<file path="src/sv/stc_pkg.sv">
// package for the sorted table range counter
// holds default sizes, operation codes and the controller/datapath interface structs
// no dependencies
package stc_pkg;

  // default table size and value width
  localparam int unsigned DEFAULT_TABLE_DEPTH = 1024;
  localparam int unsigned DEFAULT_VALUE_WIDTH = 16;

  // operation codes carried on the input tuser
  localparam int unsigned OP_WIDTH = 2;
  typedef logic [OP_WIDTH-1:0] op_t;
  localparam op_t OP_CLEAR  = 2'd0;
  localparam op_t OP_APPEND = 2'd1;
  localparam op_t OP_QUERY  = 2'd2;

  // commands from the controller to the datapath
  typedef struct packed {
    logic accept;   // take the input transaction
    logic probe;    // read both search lanes at their midpoints
    logic update;   // narrow both search windows
    logic finish;   // load the output register
  } stc_cmd_t;

  // status from the datapath to the controller
  typedef struct packed {
    op_t  op;           // operation of the offered transaction
    logic search_done;  // both search windows are empty
    logic out_free;     // output register can take a result
  } stc_status_t;

endpackage

</file>
<file path="src/sv/stc_ctrl.sv">
// controller state machine for the sorted table range counter
// sequences accept, the paired binary search and result hand-off
// depends on stc_pkg
module stc_ctrl (
  input  logic                clk_i,
  input  logic                rst_ni,
  input  logic                in_valid_i,
  output logic                in_ready_o,
  input  stc_pkg::stc_status_t status_i,
  output stc_pkg::stc_cmd_t    cmd_o
);

  localparam logic [1:0] S_IDLE   = 2'd0;
  localparam logic [1:0] S_PROBE  = 2'd1;
  localparam logic [1:0] S_UPDATE = 2'd2;
  localparam logic [1:0] S_FINISH = 2'd3;

  logic [1:0] state_q, state_d;

  // state register
  always_ff @(posedge clk_i or negedge rst_ni) begin
    if (!rst_ni) begin
      state_q <= S_IDLE;
    end else begin
      state_q <= state_d;
    end
  end

  assign in_ready_o = (state_q == S_IDLE);

  // next state and commands
  always_comb begin
    state_d = state_q;
    cmd_o   = '0;
    case (state_q)
      S_IDLE: begin
        if (in_valid_i) begin
          cmd_o.accept = 1'b1;
          if (status_i.op == stc_pkg::OP_QUERY) begin
            state_d = S_PROBE;
          end else begin
            state_d = S_FINISH;
          end
        end
      end
      S_PROBE: begin
        if (status_i.search_done) begin
          state_d = S_FINISH;
        end else begin
          cmd_o.probe = 1'b1;
          state_d     = S_UPDATE;
        end
      end
      S_UPDATE: begin
        cmd_o.update = 1'b1;
        state_d      = S_PROBE;
      end
      S_FINISH: begin
        if (status_i.out_free) begin
          cmd_o.finish = 1'b1;
          state_d      = S_IDLE;
        end
      end
      default: begin
        state_d = S_IDLE;
      end
    endcase
  end

endmodule

</file>
<file path="config.mk">
export PLATFORM = sky130hd
export DESIGN_NAME = stc_ctrl
export DESIGN_NICKNAME = d
export VERILOG_FILES = /design/src/sv/stc_pkg.sv /design/src/sv/stc_ctrl.sv
export SDC_FILE = /design/constraint.sdc
export NUM_CORES = 1
export LEC_CHECK = 0
export ABC_AREA = 1
export BUFFER_PORTS_ARGS = -buffer_cell sky130_fd_sc_hd__buf_2
export CAP_MARGIN = 20
export CORE_AREA = 2 2 39 41
export DETAILED_ROUTE_END_ITERATION = 8
export DIE_AREA = 0 0 41 43
export MAX_ROUTING_LAYER = met4
export SYNTH_ARGS = -nofsm -noshare
export SYNTH_HDL_FRONTEND = slang
export SYNTH_SLANG_ARGS = --single-unit
export TNS_END_PERCENT = 10
</file>
<file path="constraint.sdc">
create_clock -name clk_i -period 1.7 [get_ports clk_i]
set_input_delay 0.255 -clock clk_i [delete_from_list [all_inputs] [get_ports clk_i]]
set_output_delay 0.255 -clock clk_i [all_outputs]
set_load 0.005 [all_outputs]
</file>
==> results of run 1 <==
## logic make-up (layout without fill, tap and decap cells)
logic type	after synthesis	after routing	share of synthesized area (%)
and+or+nand+nor	13	13	40.8
buffers and inverters	6	20	17.5
AOI/OAI and AO/OA	2	2	8.33
DFF	2	2	33.3
## metrics by stage
step / setup slack, ps / area [um^2]
global placement: 637 / 218
finish: 416 / 250
detailed placement: 648 / 218
CTS: 394 / 250
global route: 312 / 250
floorplan: 755 / 150
## worst max-delay path, cell delays in order (launching register included)
cell and delay (ps):
dfrtp_1 470, inv_2 70, nor3_1 130, buf_2 140
## cell type report
class                           count  area [um^2]  share of cell area, %
Inverter                            5         18.8                   7.50
Tap cell                           16         20.0                   8.00
Multi-Input combinational cell     15         73.8                   29.5
Clock buffer                        3         22.5                   9.00
Sequential cell                     2         50.0                   20.0
Timing Repair Buffer               12         65.1                   26.0
## worst paths after layout
kind,cells past startpoint,endpoint
max,3,cmd_o[2]
min,4,state_q[1]
max reg2reg,3,state_q[1]
min reg2reg,2,state_q[0]
max in group asynchronous,2,state_q[1]
min in group asynchronous,2,state_q[0]
## where the power goes
part / total (uW) / leakage, uW / switching (uW) / internal [uW]
sequential: 121 / 0.0000231 / 48.2 / 72.7
clock: 102 / 0.0000138 / 24.5 / 77.7
combinational: 158 / 0.000109 / 77.0 / 80.8
total: 381 / 0.000146 / 150 / 231
## cells in the mapped netlist, drive strengths merged
library cell	instances	area share, %
nand2	6	15
inv	5	13
buf	1	5.0
dfrtp	2	33
nor3	3	13
o21a	1	5.0
nand3	1	3.3
nor2	3	9.2
o21ai	1	3.3
## cell usage in the layout, fill, tap and decap left out
cell           Yosys  final
buf_2              0     11
nand2_1            6      6
inv_1              3      3
clkbuf_4           0      3
inv_2              2      2
nor2_1             2      2
nor3_1             2      2
dfrtp_1            2      2
nor3_2             1      1
nor2_2             1      1
o21ai_1            1      1
nand3_1            1      1
o21a_1             1      1
dlygate4sd3_1      0      1
## routing by layer
layer	track usage, %	up-vias
met5	-	-
met4	8.00	0
met3	2.62	0
met2	5.63	7
met1	3.22	78
li1	-	98
## what timing repair did
action	CTS	global route
setup buffers	0	0
hold endpoints to repair	2	0
gates resized for setup	0	0
hold buffers	1	0
==> results.json, run 1 <==
{
  "grt_pass1_vias": 137,
  "cts_tree": "built",
  "maxCapViolCount": 0,
  "critPathLaunchType": "flip-flop",
  "diodes": 0,
  "rsz0062_at_grt": "false",
  "r2r-start": "state_q[0]",
  "drt_iter0_markers": 4,
  "drive_above_1_share_pct": 48.6,
  "top_layer_used": "met3",
  "maxSlewHeadroom_pct": 83.0,
  "synth_cell_types": 12,
  "powerDensity_mw_per_mm2": 1520,
  "path_max_fanout": 8,
  "grt_max_degree": 9,
  "clockBufferDepth": 2,
  "arrival_ps": 1030,
  "total_power_uw": 381,
  "synth_area_per_cell_um2": 6.53,
  "antenna_found_initial": 0,
  "holdWs_ps": 286,
  "cts_inserted_buffers": 3,
  "reg.largest.list": "state_q x2",
  "rrSetupSlack_ps": 830,
  "place_congestion": 0.594,
  "areaGrowthSynthToFinish_pct": 66.7,
  "wl_met3_um": 37,
  "synth_nets": 30,
  "routed_wl_um": 344,
  "yosysWarnings": 0,
  "worstSkewPairLatency_ps": 220,
  "syn-cell-area_um2": 150,
  "startpoint": "state_q[0]",
  "vias": 183,
  "avgViaCountPerCell": 3.45,
  "die_h_um": 43,
  "dp_hpwl_um": 297,
  "worst_pin_slew_ps": 255,
  "post-route-min-period_ps": 1280,
  "crit_type": "flip-flop to primary output",
  "max_freq_mhz": 779,
  "path_clk_slew_ps": 30,
  "finalCritPeriodShare_pct": 75.5,
  "coreArea_mm2": 0.00138,
  "tns_ps": 0,
  "finalMaxSlewViolations": 0,
  "finalSetupViolCount": 0,
  "final_nets": 46,
  "wl_per_cell_um": 6.49,
  "fin_skew_ps": 2.52,
  "ys_ff_latch": 2,
  "die_w_um": 41,
  "dieArea_mm2": 0.00176,
  "fin_util_pct": 18.1,
  "ys_seq_area_share_pct": 33.3,
  "wl_met2_um": 187,
  "drtAntennaViolNets": 0,
  "start_util_pct": 10.8,
  "fill_cells": 158,
  "grt_pass1_wl_um": 462,
  "hp-class": "primary input to flip-flop",
  "place_inst": 49,
  "m1WireLength_um": 120,
  "peakVddDrop_mv": 0.283,
  "portBuffers": 11,
  "grt_util_all_layers_pct": 4.63,
  "clockRootBuffer": "clkbuf_4",
  "drcViolationCount": 0,
  "instances_no_fill": 53,
  "h-tree-depth": 1,
  "largest_reg_flops": 2,
  "dr.pass1.iters": 4,
  "endpoint_kind": "primary output",
  "holdCritStartpoint": "status_i[3]",
  "hold_viol": 0,
  "placementRows": 14,
  "outcome": "complete, no violations",
  "crit_required_ps": 1440,
  "leakage_uw": 0.000146,
  "grt.overflow.total": 0,
  "synthCells": 23,
  "pin_count": 12,
  "largest-register": "state_q",
  "cts_sinks": 2
}
(Power assumes the default switching activity.)
==> inputs of run 2 (changes only) <==
==> constraint.sdc (replaced) <==
create_clock -name clk_i -period 1.25 [get_ports clk_i]
set_input_delay 0.1875 -clock clk_i [delete_from_list [all_inputs] [get_ports clk_i]]
set_output_delay 0.1875 -clock clk_i [all_outputs]
set_load 0.005 [all_outputs]
==> run 2 against run 1 <==
  * Register-to-register slack got worse by 430 ps
  * Clock power rose by 36%
  * Largest cell class unchanged
  * Highest routed layer unchanged
  * Clock skew barely moved
==> results.json, run 2 (synthesis results as in run 1) <==
{
  "outcome": "complete, no violations",
  "r2r-start": "state_q[0]",
  "powerDensity_mw_per_mm2": 2090,
  "layout_common_cells": "buf_2 (11), nand2_1 (6), inv_1 (3), clkbuf_4 (3)",
  "path_max_fanout": 6,
  "hold_viol": 0,
  "reg.largest.list": "state_q x2",
  "clockBufferDepth": 2,
  "maxCapViolCount": 0,
  "maxSlewHeadroom_pct": 90.5,
  "place_inst": 49,
  "final_common_cell": "buf_2",
  "critPathLaunchType": "flip-flop",
  "clockRootBuffer": "clkbuf_4",
  "cts_sinks": 2,
  "fill_cells": 160,
  "place_congestion": 0.587,
  "areaGrowthSynthToFinish_pct": 68.3,
  "grt.overflow.total": 0,
  "arrival_ps": 970,
  "die_h_um": 43,
  "postCtsSetupBuffers": 0,
  "drcViolationCount": 0,
  "coreArea_mm2": 0.00138,
  "portBuffers": 11,
  "drive_above_1_share_pct": 54.1,
  "pin_count": 12,
  "path_clk_slew_ps": 30,
  "grt_pass1_wl_um": 476,
  "largest_reg_flops": 2,
  "worst_pin_slew_ps": 142,
  "rsz0062_at_grt": "false",
  "drt_iter0_markers": 2,
  "worstSkewPairLatency_ps": 220,
  "largest-register": "state_q",
  "die_w_um": 41,
  "avgViaCountPerCell": 3.38,
  "instances_no_fill": 53,
  "holdCritStartpoint": "status_i[3]",
  "finalMaxSlewViolations": 0,
  "routed_wl_um": 352,
  "crit_type": "flip-flop to primary output",
  "peakVddDrop_mv": 0.382,
  "hold-path-endpoint": "state_q[1]",
  "antenna_found_initial": 0,
  "timing.rr.end": "state_q[1]",
  "start_util_pct": 10.8,
  "hp-class": "primary input to flip-flop",
  "grt_max_degree": 9,
  "diodes": 0,
  "finalCritPeriodShare_pct": 92.8,
  "wl_per_cell_um": 6.64,
  "dieArea_mm2": 0.00176,
  "finalSetupViolCount": 0,
  "post-route-min-period_ps": 1160,
  "final_nets": 46,
  "h-tree-depth": 1,
  "cts_inserted_buffers": 3,
  "grt_pass1_vias": 139,
  "rrSetupSlack_ps": 400,
  "crit_required_ps": 1060,
  "placementRows": 14,
  "vias": 179,
  "leakage_uw": 0.000144,
  "hold_path_depth": 4,
  "dr.pass1.iters": 2,
  "grt_util_all_layers_pct": 4.73,
  "dp_hpwl_um": 292,
  "cts_tree": "built",
  "endpoint_kind": "primary output",
  "fin_skew_ps": 2.37,
  "max_freq_mhz": 862,
  "tns_ps": 0,
  "drtAntennaViolNets": 0,
  "rr_worst_depth": 3
}
[run 2: cell counts in the layout (fill, tap and decap cells not counted)]
No cell type changed its count.
[run 2: worst max-delay path by stage]
stage / startpoint / to / slack [ps] / cells past startpoint
floorplan: state_q[0] / cmd_o[3] / 370 / 2
global placement: state_q[0] / cmd_o[0] / 250 / 3
detailed placement: state_q[0] / cmd_o[0] / 260 / 3
CTS: state_q[0] / cmd_o[0] / 7 / 3
global route: state_q[0] / cmd_o[2] / 7 / 3
finish: state_q[1] / cmd_o[2] / 90 / 2
[run 2: area by class of cell]
cell class / count / area, um^2 / area share (%)
multi-input combinational: 15 / 73.8 / 29.2
timing repair buffer: 12 / 65.1 / 25.7
sequential: 2 / 52.6 / 20.8
clock buffer: 3 / 22.5 / 8.91
tap: 16 / 20.0 / 7.92
inverter: 5 / 18.8 / 7.43
[run 2: worst max-delay path, stage by stage, from the launching register on]
cell and delay, ps:
dfrtp_2 430, nor3_1 190, buf_2 130
[run 2: layer usage]
metal | track usage (%) | vias to the layer above | routed length, um
met1 | 3.86 | 76 | 142
met5 | - | - | 0
met3 | 1.57 | 0 | 22
met4 | 8.00 | 0 | 0
li1 | - | 98 | -
met2 | 5.94 | 5 | 186
[run 2: timing repair]
item | 4_1_cts | 5_1_grt
gates resized for setup | 0 | 2
endpoints found under the setup margin | 0 | 3
hold buffers | 1 | 0
endpoints found under the hold margin | 2 | 0
[run 2: through the flow]
stage	setup WS [ps]	cell area [um^2]	hold slack (ps)	utilization, %	total power, uW
6_report	90.3	253	222	18.3	528
2_1_floorplan	373	150	-108	-	320
5_1_grt	6.94	253	271	18.3	594
3_5_place_dp	257	218	-27.0	15.7	386
4_1_cts	6.79	250	225	18.1	538
3_3_place_gp	253	218	-26.2	15.7	386
[run 2: power by group]
group / leakage, uW / internal [uW] / switching [uW]
clock network: 0.0000138 / 106 / 33.3
registers: 0.0000212 / 106 / 66.7
logic: 0.000109 / 110 / 106
